[config.mk]
export PLATFORM = sky130hd
export DESIGN_NAME = first_fit_contiguous_block_allocator
export DESIGN_NICKNAME = d
export VERILOG_FILES = /design/src/ffa_pkg.sv /design/src/first_fit_contiguous_block_allocator.sv /design/src/ffa_ram.sv /design/src/ffa_ctrl.sv /design/src/ffa_dpath.sv
export SDC_FILE = /design/constraint.sdc
export NUM_CORES = 1
export LEC_CHECK = 0
export ABC_CLOCK_PERIOD_IN_PS = 7260
export BUFFER_PORTS_ARGS = -buffer_cell sky130_fd_sc_hd__buf_4
export CAP_MARGIN = 20
export CORE_UTILIZATION = 55
export DETAILED_ROUTE_END_ITERATION = 8
export PLACE_DENSITY = 0.79
export SLEW_MARGIN = 30
export SYNTH_ARGS = -nofsm -noshare
export SYNTH_HDL_FRONTEND = slang
export SYNTH_SLANG_ARGS = --single-unit
[constraint.sdc]
create_clock -name clk -period 7.26 [get_ports clk]
set_input_delay 1.452 -clock clk [delete_from_list [all_inputs] [get_ports clk]]
set_output_delay 1.452 -clock clk [all_outputs]
set_load 0.03 [all_outputs]
[src/ffa_pkg.sv]
// ----------------------------------------------------------------------------
// ffa_pkg: shared definitions for the first-fit block allocator
// Sizes, item codes, response kinds and the command and status words that
// pass between the controller and the datapath.
// ----------------------------------------------------------------------------
package ffa_pkg;

  // Size of the allocation table and the widths that follow from it.
  localparam int BLOCK_COUNT = 128;
  localparam int BLK_W       = $clog2(BLOCK_COUNT);
  localparam int CNT_W       = BLK_W + 1;
  localparam int LINK_W      = 8;

  // Link value that marks the end of a chain.
  localparam logic [LINK_W-1:0] LINK_END = '1;

  // Reset value of the blocks-in-use register.
  localparam logic [7:0] BLOCKS_IN_USE_RST = 8'd128;

  // Register index of blocks_in_use (address bit 2).
  localparam logic REG_BLOCKS_IN_USE = 1'b0;

  // Item opcodes.
  localparam logic [1:0] OP_CLEAR = 2'd0;
  localparam logic [1:0] OP_ALLOC = 2'd1;
  localparam logic [1:0] OP_READ  = 2'd2;

  // Kind of result word that the datapath is to build.
  typedef enum logic [1:0] {
    RSP_OK    = 2'd0,
    RSP_FAIL  = 2'd1,
    RSP_ALLOC = 2'd2,
    RSP_READ  = 2'd3
  } rsp_t;

  // Commands from the controller to the datapath.
  typedef struct packed {
    logic load;
    logic clear;
    logic scan;
    logic mark;
    logic rsp;
    rsp_t rsp_kind;
  } ffa_cmd_t;

  // Status from the datapath to the controller.
  typedef struct packed {
    logic len_zero;
    logic scan_end;
    logic scan_hit;
    logic mark_last;
  } ffa_sts_t;

endpackage

[src/first_fit_contiguous_block_allocator.sv]
// ----------------------------------------------------------------------------
// first_fit_contiguous_block_allocator: first-fit run allocator, chained table
// Top level: configuration register, controller and datapath.
// ----------------------------------------------------------------------------
// Usage
//   Items enter on start with in_opcode, in_run_length and in_entry_index;
//   a word is taken at a clock edge where start is high and busy is low.
//   Each item yields exactly one result word, shown for one cycle with
//   out_valid high. The receiver cannot stall; it must take every word.
//   A clear, a zero-length allocate or an unused opcode answers in the cycle
//   after it is taken; a read waits in ST_RDWAIT for the registered RAM read.
//   An allocate scans the allocated flags one block a cycle from block 0,
//   then writes the run into the link RAM one block a cycle.
//   The next item may be offered in the cycle its result is shown.
//   blocks_in_use sits at byte address 0 of the APB-style port; values above
//   BLOCK_COUNT act as BLOCK_COUNT. The user must see that blocks_in_use is
//   written only while the block is idle; the block does not enforce this.
//   Reset (rst_n low, synchronous) frees every block at once and loads
//   blocks_in_use with 128; link RAM entries are not reset, but a free block
//   reads as end of chain. There is no clearing pass; a clear acts at once.
// ----------------------------------------------------------------------------
module first_fit_contiguous_block_allocator import ffa_pkg::*; (
  input  logic              clk,
  input  logic              rst_n,
  // Configuration port
  input  logic              psel,
  input  logic              penable,
  input  logic              pwrite,
  input  logic [2:0]        paddr,
  input  logic [31:0]       pwdata,
  output logic [31:0]       prdata,
  output logic              pready,
  // Item channel
  input  logic              start,
  output logic              busy,
  input  logic [1:0]        in_opcode,
  input  logic [7:0]        in_run_length,
  input  logic [6:0]        in_entry_index,
  // Result channel
  output logic              out_valid,
  output logic              out_status,
  output logic [6:0]        out_run_start,
  output logic [6:0]        out_run_end,
  output logic              out_entry_used,
  output logic signed [7:0] out_entry_link
);

  logic [7:0] blocks_in_use_r;
  logic       cfg_wr;
  ffa_cmd_t   cmd;
  ffa_sts_t   sts;

  // Configuration register write and read back.
  assign pready = 1'b1;
  assign cfg_wr = psel && penable && pwrite && (paddr[2] == REG_BLOCKS_IN_USE);
  assign prdata = (paddr[2] == REG_BLOCKS_IN_USE) ? {24'd0, blocks_in_use_r} : 32'd0;

  always_ff @(posedge clk) begin
    if (!rst_n) begin
      blocks_in_use_r <= BLOCKS_IN_USE_RST;
    end else if (cfg_wr) begin
      blocks_in_use_r <= pwdata[7:0];
    end
  end

  // Controller.
  ffa_ctrl u_ctrl (
    .clk       (clk),
    .rst_n     (rst_n),
    .start     (start),
    .in_opcode (in_opcode),
    .sts       (sts),
    .busy      (busy),
    .cmd       (cmd)
  );

  // Datapath.
  ffa_dpath u_dpath (
    .clk            (clk),
    .rst_n          (rst_n),
    .cmd            (cmd),
    .sts            (sts),
    .blocks_in_use  (blocks_in_use_r),
    .in_run_length  (in_run_length),
    .in_entry_index (in_entry_index),
    .out_valid      (out_valid),
    .out_status     (out_status),
    .out_run_start  (out_run_start),
    .out_run_end    (out_run_end),
    .out_entry_used (out_entry_used),
    .out_entry_link (out_entry_link)
  );

endmodule

[src/ffa_ram.sv]
// ----------------------------------------------------------------------------
// ffa_ram: generic simple dual-port RAM
// One write port and one read port with registered read data.
// ----------------------------------------------------------------------------
module ffa_ram #(
  parameter int WIDTH = 8,
  parameter int DEPTH = 128
) (
  input  logic                     clk,
  input  logic                     we,
  input  logic [$clog2(DEPTH)-1:0] waddr,
  input  logic [WIDTH-1:0]         wdata,
  input  logic [$clog2(DEPTH)-1:0] raddr,
  output logic [WIDTH-1:0]         rdata
);

  logic [WIDTH-1:0] mem_r [DEPTH];

  // Write port and registered read port.
  always_ff @(posedge clk) begin
    if (we) begin
      mem_r[waddr] <= wdata;
    end
    rdata <= mem_r[raddr];
  end

endmodule

[src/ffa_ctrl.sv]
// ----------------------------------------------------------------------------
// ffa_ctrl: allocator controller
// Sequences the clear, scan, mark and read steps and tells the datapath
// when to build a result word.
// ----------------------------------------------------------------------------
module ffa_ctrl import ffa_pkg::*; (
  input  logic       clk,
  input  logic       rst_n,
  input  logic       start,
  input  logic [1:0] in_opcode,
  input  ffa_sts_t   sts,
  output logic       busy,
  output ffa_cmd_t   cmd
);

  typedef enum logic [3:0] {
    ST_IDLE   = 4'b0001,
    ST_SCAN   = 4'b0010,
    ST_MARK   = 4'b0100,
    ST_RDWAIT = 4'b1000
  } state_t;

  state_t state_r, state_nxt;

  // Next state and command decode.
  always_comb begin
    state_nxt    = state_r;
    cmd          = '0;
    cmd.rsp_kind = RSP_OK;
    unique case (state_r)
      ST_IDLE: begin
        if (start) begin
          cmd.load = 1'b1;
          unique case (in_opcode)
            OP_CLEAR: begin
              cmd.clear    = 1'b1;
              cmd.rsp      = 1'b1;
              cmd.rsp_kind = RSP_OK;
            end
            OP_ALLOC: begin
              if (sts.len_zero) begin
                cmd.rsp      = 1'b1;
                cmd.rsp_kind = RSP_FAIL;
              end else begin
                state_nxt = ST_SCAN;
              end
            end
            OP_READ: begin
              state_nxt = ST_RDWAIT;
            end
            default: begin
              cmd.rsp      = 1'b1;
              cmd.rsp_kind = RSP_FAIL;
            end
          endcase
        end
      end
      ST_SCAN: begin
        if (sts.scan_end) begin
          cmd.rsp      = 1'b1;
          cmd.rsp_kind = RSP_FAIL;
          state_nxt    = ST_IDLE;
        end else begin
          cmd.scan = 1'b1;
          if (sts.scan_hit) begin
            state_nxt = ST_MARK;
          end
        end
      end
      ST_MARK: begin
        cmd.mark = 1'b1;
        if (sts.mark_last) begin
          cmd.rsp      = 1'b1;
          cmd.rsp_kind = RSP_ALLOC;
          state_nxt    = ST_IDLE;
        end
      end
      ST_RDWAIT: begin
        cmd.rsp      = 1'b1;
        cmd.rsp_kind = RSP_READ;
        state_nxt    = ST_IDLE;
      end
      default: begin
        state_nxt = ST_IDLE;
      end
    endcase
  end

  // State register.
  always_ff @(posedge clk) begin
    if (!rst_n) begin
      state_r <= ST_IDLE;
    end else begin
      state_r <= state_nxt;
    end
  end

  assign busy = (state_r != ST_IDLE);

  // A scan leaves only to marking or, with a failure word, to idle.
  a_scan_exit: assert property (@(posedge clk) disable iff (!rst_n)
    (state_r == ST_SCAN) |=> (state_r == ST_SCAN || state_r == ST_MARK ||
                              (state_r == ST_IDLE && $past(cmd.rsp_kind) == RSP_FAIL)))
    else $error("scan left by an unexpected path");

  // A read always issues its response command in the cycle after it was taken.
  a_read_answer: assert property (@(posedge clk) disable iff (!rst_n)
    (state_r == ST_IDLE && start && in_opcode == OP_READ) |=>
      (cmd.rsp && cmd.rsp_kind == RSP_READ))
    else $error("read item not answered on time");

  // Marking ends with exactly one allocation word.
  a_mark_answer: assert property (@(posedge clk) disable iff (!rst_n)
    (state_r == ST_MARK && sts.mark_last) |-> (cmd.rsp && cmd.rsp_kind == RSP_ALLOC))
    else $error("marking finished without a result word");

endmodule

[src/ffa_dpath.sv]
// ----------------------------------------------------------------------------
// ffa_dpath: allocator datapath
// Holds the allocated flags, the link RAM, the scan counters and the
// result word registers.
// ----------------------------------------------------------------------------
module ffa_dpath import ffa_pkg::*; (
  input  logic              clk,
  input  logic              rst_n,
  input  ffa_cmd_t          cmd,
  output ffa_sts_t          sts,
  input  logic [7:0]        blocks_in_use,
  input  logic [7:0]        in_run_length,
  input  logic [6:0]        in_entry_index,
  output logic              out_valid,
  output logic              out_status,
  output logic [6:0]        out_run_start,
  output logic [6:0]        out_run_end,
  output logic              out_entry_used,
  output logic signed [7:0] out_entry_link
);

  typedef logic [BLK_W-1:0] blk_t;
  typedef logic [CNT_W-1:0] cnt_t;

  // Allocated flags: an entry is written only when it is allocated, so the
  // flag also tells whether the link RAM entry holds a value.
  logic [BLOCK_COUNT-1:0] used_r;

  cnt_t        j_r;
  cnt_t        count_r;
  blk_t        start_r;
  blk_t        last_r;
  blk_t        k_r;
  logic [7:0]  len_r;
  blk_t        idx_r;
  logic        idx_oob_r;
  logic        out_valid_r;

  logic [15:0]       n_blocks;
  logic              cur_free;
  cnt_t              count_inc;
  blk_t              cur_start;
  logic [LINK_W-1:0] ram_wdata;
  logic [LINK_W-1:0] ram_rdata;

  // Number of blocks managed, limited to the table size.
  assign n_blocks = (16'(blocks_in_use) > 16'(BLOCK_COUNT)) ? 16'(BLOCK_COUNT)
                                                            : 16'(blocks_in_use);

  // Scan step: one block a cycle.
  assign cur_free  = !used_r[j_r[BLK_W-1:0]];
  assign count_inc = count_r + cnt_t'(1);
  assign cur_start = (count_r == '0) ? j_r[BLK_W-1:0] : start_r;

  assign sts.len_zero  = (in_run_length == 8'd0);
  assign sts.scan_end  = (16'(j_r) >= n_blocks);
  assign sts.scan_hit  = cur_free && (16'(count_inc) == 16'(len_r));
  assign sts.mark_last = (k_r == last_r);

  // Link written at each marked block.
  assign ram_wdata = sts.mark_last ? LINK_END : LINK_W'(32'(k_r) + 1);

  ffa_ram #(
    .WIDTH (LINK_W),
    .DEPTH (BLOCK_COUNT)
  ) u_link_ram (
    .clk   (clk),
    .we    (cmd.mark),
    .waddr (k_r),
    .wdata (ram_wdata),
    .raddr (BLK_W'(in_entry_index)),
    .rdata (ram_rdata)
  );

  // Item capture, scan counters and mark pointer.
  always_ff @(posedge clk) begin
    if (cmd.load) begin
      len_r     <= in_run_length;
      j_r       <= '0;
      count_r   <= '0;
      idx_r     <= BLK_W'(in_entry_index);
      idx_oob_r <= (16'(in_entry_index) >= 16'(BLOCK_COUNT));
    end
    if (cmd.scan) begin
      j_r <= j_r + cnt_t'(1);
      if (cur_free) begin
        count_r <= count_inc;
        start_r <= cur_start;
      end else begin
        count_r <= '0;
      end
      if (sts.scan_hit) begin
        k_r    <= cur_start;
        last_r <= j_r[BLK_W-1:0];
      end
    end
    if (cmd.mark) begin
      k_r <= k_r + blk_t'(1);
    end
  end

  // Allocated flags: cleared at once by reset or a clear item.
  always_ff @(posedge clk) begin
    if (!rst_n) begin
      used_r <= '0;
    end else if (cmd.clear) begin
      used_r <= '0;
    end else if (cmd.mark) begin
      used_r[k_r] <= 1'b1;
    end
  end

  // Result strobe.
  always_ff @(posedge clk) begin
    if (!rst_n) begin
      out_valid_r <= 1'b0;
    end else begin
      out_valid_r <= cmd.rsp;
    end
  end

  // Result word; fields without meaning for the item are zero.
  always_ff @(posedge clk) begin
    if (cmd.rsp) begin
      case (cmd.rsp_kind)
        RSP_FAIL: begin
          out_status     <= 1'b1;
          out_run_start  <= '0;
          out_run_end    <= '0;
          out_entry_used <= 1'b0;
          out_entry_link <= '0;
        end
        RSP_ALLOC: begin
          out_status     <= 1'b0;
          out_run_start  <= 7'(start_r);
          out_run_end    <= 7'(last_r);
          out_entry_used <= 1'b0;
          out_entry_link <= '0;
        end
        RSP_READ: begin
          out_status     <= 1'b0;
          out_run_start  <= '0;
          out_run_end    <= '0;
          out_entry_used <= !idx_oob_r && used_r[idx_r];
          out_entry_link <= (idx_oob_r || !used_r[idx_r]) ? LINK_END : ram_rdata;
        end
        default: begin
          out_status     <= 1'b0;
          out_run_start  <= '0;
          out_run_end    <= '0;
          out_entry_used <= 1'b0;
          out_entry_link <= '0;
        end
      endcase
    end
  end

  assign out_valid = out_valid_r;

  // Marking only ever claims free blocks.
  a_mark_free: assert property (@(posedge clk) disable iff (!rst_n)
    cmd.mark |-> !used_r[k_r])
    else $error("marking an allocated block");

  // The mark pointer never runs past the end of the run.
  a_mark_bound: assert property (@(posedge clk) disable iff (!rst_n)
    cmd.mark |-> (k_r <= last_r))
    else $error("mark pointer beyond run end");

  // The free-run count never exceeds the blocks scanned.
  a_count_bound: assert property (@(posedge clk) disable iff (!rst_n)
    cmd.scan |-> (count_r <= j_r))
    else $error("run count larger than scan position");

  // An allocation word reports success on the next cycle.
  a_alloc_word: assert property (@(posedge clk) disable iff (!rst_n)
    (cmd.rsp && cmd.rsp_kind == RSP_ALLOC) |=> (out_valid && !out_status))
    else $error("allocation word missing or flagged as failed");

endmodule

; Word-level counts from Yosys, hierarchy flattened
; Memories as Yosys holds them, arrays and structs flattened. A register that Yosys moved wholly into a read port is not among the register bits.
; Cells that the tools add are included.
[word_totals]
regBits = 217
ramBits = 1024
word_cells = 105
memories = 1
[classes]
add_sub_neg = 4
magnitude_cmp = 6
n_eq_ne = 17
n_mux = 40
bitwise_logic = 4
n_reduce_logical = 17
[mem_list]
columns = name, words, width, rd, rd_ports_with_merged_regs, write_ports, line_no
row1 = u_dpath.u_link_ram.mem_r, 128, 8, 1, 1, 1, ffa_ram.sv:17  ; logic [WIDTH-1:0] mem_r [DEPTH];
[ops]
columns = cell, n
row1 = 128-bit bitwise OR, 1
row2 = 8-bit 2-to-1 mux, 8
row3 = 7-bit 2-to-1 mux, 4
row4 = "7-bit by 8-bit less-than comparator with 1-bit output, second input constant", 3
row5 = 4-bit 2-to-1 mux, 5
row6 = "8-bit by 1-bit adder with 8-bit output, second input constant", 2
row7 = 8-bit by 16-bit greater-or-equal comparator with 1-bit output, 1
row8 = 8-bit zero test, 2
row9 = 1-bit binary-select mux with 7-bit select, 2
row10 = 3-bit 2-to-1 mux, 4
row11 = 3-bit one-hot mux with 4 select lines, 1
row12 = 4-bit one-hot mux with 3 select lines, 1
row13 = 1-bit 2-to-1 mux, 10
row14 = "3-bit inequality test, second input constant", 3
row15 = 3-bit one-hot mux with 3 select lines, 1
row16 = "7-bit by 1-bit adder with 8-bit output, second input constant", 1
row17 = 8-bit equality test, 1
row18 = "8-bit > comparator, second input constant", 1
row19 = 4-bit one-hot mux with 2 select lines, 1
row20 = "7-bit by 1-bit adder with 7-bit output, second input constant", 1
row21 = 1-bit demux with 7-bit select, 1
row22 = 7-bit equality test, 1
row23 = "7-bit by 1-bit greater-or-equal comparator with 1-bit output, second input constant", 1
row24 = "2-bit equality test, second input constant", 3
row25 = 17 further kinds, 29

; Depth between registers and ports, before layout
[logic_depth]
ltp_word = 7
depth_mapped = 13
ltp_nobuf = 10

; Hierarchy
; A second synthesis with hierarchy kept.
[unflattened]
cells_unflattened = 2665
hier_area_um2 = 50357.0
[modules_own_cells]
columns = module, n_inst, cells_per_inst, area_each_um2, seq_area_each_um2
row1 = ffa_ram, 1, 1635, 39665.5, 30909.6
row2 = ffa_dpath, 1, 914, 9723.1, 4864.7
row3 = first_fit_contiguous_block_allocator, 1, 70, 595.6, 160.2
row4 = ffa_ctrl, 1, 46, 372.9, 80.1

; Worst setup path before layout
; OpenSTA, ideal clock, no wires.
[synth_path]
path_type = reg2reg
from = register u_dpath.k_r[3]
to = memory u_dpath.u_link_ram.mem_r[0][7], data pin
setup_ns = 1.200
t_arrival_ns = 6.144
slack_ns = -0.084
path_stages_with_launch = 6
path_buffers = 2
period_less_slack_ns = 7.344
path_cell_list = edfxtp_1 -> clkbuf_1 -> and2_1 -> clkbuf_1 -> nand3_1 -> o21ai_0
[synth_between]
elab_chain_cells = 2
[synth_lines]
columns = element, line_no
row1 = from (decl), ffa_dpath.sv:33  ; blk_t k_r;
row2 = from (signal assigned), ffa_dpath.sv:93  ; k_r <= cur_start;
row3 = from (signal assigned), ffa_dpath.sv:98  ; k_r <= k_r + blk_t'(1);
row4 = 7-bit by 1-bit adder with 8-bit output / 7-bit equality test (equally long branches), "ffa_dpath.sv:61, ffa_dpath.sv:58"
row5 = 8-bit 2-to-1 mux *, ffa_dpath.sv:61  ; assign ram_wdata = sts.mark_last ? LINK_END : LINK_W'(32'(k_r) + 1);
row6 = named net u_dpath.ram_wdata[7], ffa_dpath.sv:43  ; logic [LINK_W-1:0] ram_wdata;
row7 = to (decl), ffa_ram.sv:17
; Mark *: on every way through the listed nets, which the timed path passes. The rest lies on a longest branch.

==> run_results.csv <==
group,metric,value,unit
run_status,status,"complete, no violations",
cts,cts_max_level,3,
job,drv_cap,0,
timing,fin_crit,4.21,ns
synth,synth_area,0.0498,mm²
timing,hold_violations,0,
global_routing,antenna_found_initial,0,
drt,ant_nets,0,
die,die_y,303,µm
setup_path,rr_endpoint,"u_dpath.k_r[6]$_DFFE_PP_",
worst_hold_path,hold_end,"blocks_in_use_r[0]$_SDFFE_PN0P_",
drt,wl,116000,µm
drt,drc,0,
worst_hold_path,hold_start,"blocks_in_use_r[0]$_SDFFE_PN0P_",
power,comb_power_share,5.6,%
die,dieArea,0.0918,mm²
timing,clock.fmax,238,MHz
finish,multiInputGateArea,0.0133,mm²
synth,ys_seq_elements,1249,
finish,drive_gt1_share,28.5,%
power,finalPower,14.7,mW
timing,tightest_slew,1.04,ns
placed_design,io_buffers,65,
timing,finalWorstSetupSlack,3.05,ns
setup_path,cp.required,7.84,ns
cts,hold_buffers,0,
setup_path,r2r_slack,3.30,ns
finish,nets,2745,
placed_design,dp_hpwl,69900,µm
synth,syn_inst,2601,
power,power.internal,11.5,mW
cts,cts_max_path_buffers,3,
timing,fin_tns_setup,0,ns
setup_path,arrival,4.79,ns
placed_design,gp_congestion,0.917,
drt,drt_pass1_iterations,6,
timing,setup_viol,0,
power,pwr_density_cell,264,mW/mm²
setup_path,worst_r2r_path_depth,8,
global_routing,grt_max_degree,129,
cts,cts_buffers,113,
synth,synthArstFlopShare,0,%
timing,fin_skew,0.0242,ns
setup_path,path_class,"in -> reg",
power,leakagePower,17.4,nW
synth,synth_flop_cell,"edfxtp_1",
finish,nFillCells,5899,
synth,yosysWarningCount,0,
drt,drt_iter0_markers,3055,
global_routing,grt_pass1_wl,171000,µm
die,core_region_area,0.0899,mm²
cts,clkTransAtPathRegs,0.06,ns
power,seq_power_share,53.5,%
synth,ys_seq_area_share,72.3,%
cts,cts_tree,"yes",
setup_path,endpoint_kind,"flip-flop",
global_routing,grt_pass1_vias,26400,
setup_path,critPathLaunchType,"input port",
global_routing,gr-total-overflow,0,
cts,cts_num_sinks,1249,
timing,maxSlewViolCount,0,
finish,antenna_cells,0,
power,swShare,21.7,%
power,p_clk_share,41.0,%
die,die_w,303,µm
power,power.switching,3.18,mW
setup_path,r2r-start,"u_dpath.j_r[0]$_SDFFCE_PN0P_",
drt,viasPerCell,6.51,
worst_hold_path,hp-class,"reg -> reg",
global_routing,grt_use_total,25.6,%
synth,syn-mean-instance-area,19.1,µm²
drt,vias,25700,
synth,synth_edf_count,1100,
cts,clk-insertion-delay-late,0.69,ns
timing,finalCritPeriodShare,58.0,%
timing,relSlewSlack,30.7,%
finish,seq_area,0.0360,mm²
setup_path,crit_fanout,42,
worst_hold_path,worstHoldPathCells,2,
die,ios,117,
cts,cts-root-buf,"clkbuf_16",
finish,area_growth,11.4,%
synth,synth_cell_types,59,
die,initial_core_util,55.4,%
power,ir_worst_vdd,0.000245,V
drt,wl_per_cell,29.2,µm
placed_design,pre_cts_slack,2.42,ns
timing,rsz0062_at_grt,"no",
cts,cts_resized,0,
die,row_count,110,
cts,post-cts-setup-buffers,0,
[layer usage]
layer,wire length [µm],global-route usage (%)
met2,58200,42.4
met3,9710,4.33
met4,4160,9.74
met1,43400,34.3
met5,0,0
[cell usage in the layout, fill, tap and decap left out, types with 17 or more instances in the layout]
| master | count |
|---|---|
| clkbuf_16 | 113 |
| o21a_1 | 17 |
| nor2_1 | 299 |
| nand3_1 | 24 |
| dfxtp_1 | 149 |
| mux2i_1 | 63 |
| nor2b_1 | 26 |
| a22oi_1 | 18 |
| o21ba_2 | 18 |
| conb_1 | 25 |
| buf_4 | 89 |
| clkbuf_1 | 27 |
| edfxtp_1 | 1100 |
| nor2_2 | 88 |
| xor2_1 | 19 |
| nand2_1 | 61 |
| and2_1 | 18 |
| clkinv_2 | 19 |
| mux4_2 | 374 |
[per-stage QoR]
step                      cells  hold WS, ns  utilization (%)  instance area, µm²
after floorplan            2624        0.447                -               49900
after global placement     3735        0.466             57.2               51400
after detailed placement   3736        0.482             57.5               51600
after CTS                  3950        0.490             61.6               55400
after global routing       3950        0.517             61.7               55500
final                      3950        0.495             61.7               55500
[cell type report]
type / instances / share of cell area [%]
clock inverter: 58 / 1.09
inverter: 11 / 0.0744
multi-input combinational: 1200 / 24.0
timing repair buffer: 100 / 1.57
sequential: 1249 / 64.9
clock buffer: 156 / 5.68
tap: 1176 / 2.65
[cells in the mapped netlist, types with 14 or more instances]
master    number  area [µm²]
nor2_1       387        1450
nand3_1       27         135
dfxtp_1      149        2980
mux2_2        14         158
a22oi_1       18         135
edfxtp_1    1100       33000
mux4_2       374        8420
and2_1        18         113
xor2_1        19         166
mux2i_1       63         631
buf_1         20        75.1
o21a_1        17         128
o21ba_2       18         180
nor2b_1       26         163
buf_2         28         140
clkbuf_1      72         270
nand2_1       70         263
buf_4         39         293
a21oi_1       16        80.1
[power groups by stage]
| stage | combinational [mW] | sequential [mW] | clock, mW |
|---|---|---|---|
| after CTS | 0.814 | 7.84 | 6.05 |
| after floorplan | 0.592 | 7.97 | 0 |
| after global routing | 0.857 | 7.84 | 6.32 |
| final | 0.815 | 7.84 | 6.01 |
| after global placement | 0.790 | 7.99 | 0 |
| after detailed placement | 0.807 | 7.99 | 0 |
[worst max-delay path, stage by stage]
cell and delay (ns):
buf_8 0.37, buf_16 0.35, buf_12 0.34, mux4_2 0.56, mux4_2 0.50, mux2i_1 0.44
a22oi_1 0.39, o21a_1 0.24
[worst max path at each step]
stage / start / endpoint / depth (start not counted) / slack [ns]
global route: in_entry_index[0] / u_dpath.u_link_ram.rdata[1]$_DFF_P_ / 8 / 2.92
detailed placement: in_entry_index[0] / u_dpath.u_link_ram.rdata[1]$_DFF_P_ / 8 / 2.42
CTS: in_entry_index[0] / u_dpath.u_link_ram.rdata[1]$_DFF_P_ / 8 / 3.07
global placement: in_entry_index[0] / u_dpath.u_link_ram.rdata[1]$_DFF_P_ / 7 / 2.45
floorplan: u_dpath.k_r[3]$_DFFE_PP_ / u_dpath.u_link_ram.mem_r[0][7]$_DFFE_PP_ / 5 / 2.12
finish: in_entry_index[0] / u_dpath.u_link_ram.rdata[1]$_DFF_P_ / 8 / 3.05
[kinds of logic after synthesis]
family	Yosys count	share of synthesized area, %
adder cells (fa/ha/maj)	12	0.301
flip-flops	1249	72.3
buffers and inverters	175	1.76
AO/OA/AOI/OAI	110	1.68
multiplexers	451	18.5
XOR/XNOR	32	0.563
other	2	0.0151
AND/OR/NAND/NOR	570	4.88
[flip-flops by register name, summed over array words and instances (netlist names), 4 cells and up]
name and cells:
u_dpath.k_r 7, blocks_in_use_r 8, u_dpath.out_run_start 7, u_dpath.j_r 8
u_dpath.start_r 7, u_dpath.used_r 128, u_dpath.u_link_ram.mem_r 1024, u_dpath.len_r 8
u_dpath.count_r 8, u_dpath.idx_r 7, u_dpath.out_run_end 7, u_ctrl.state_r 4
u_dpath.u_link_ram.rdata 8, u_dpath.out_entry_link 8, u_dpath.last_r 7
(Power assumes the default switching activity.)
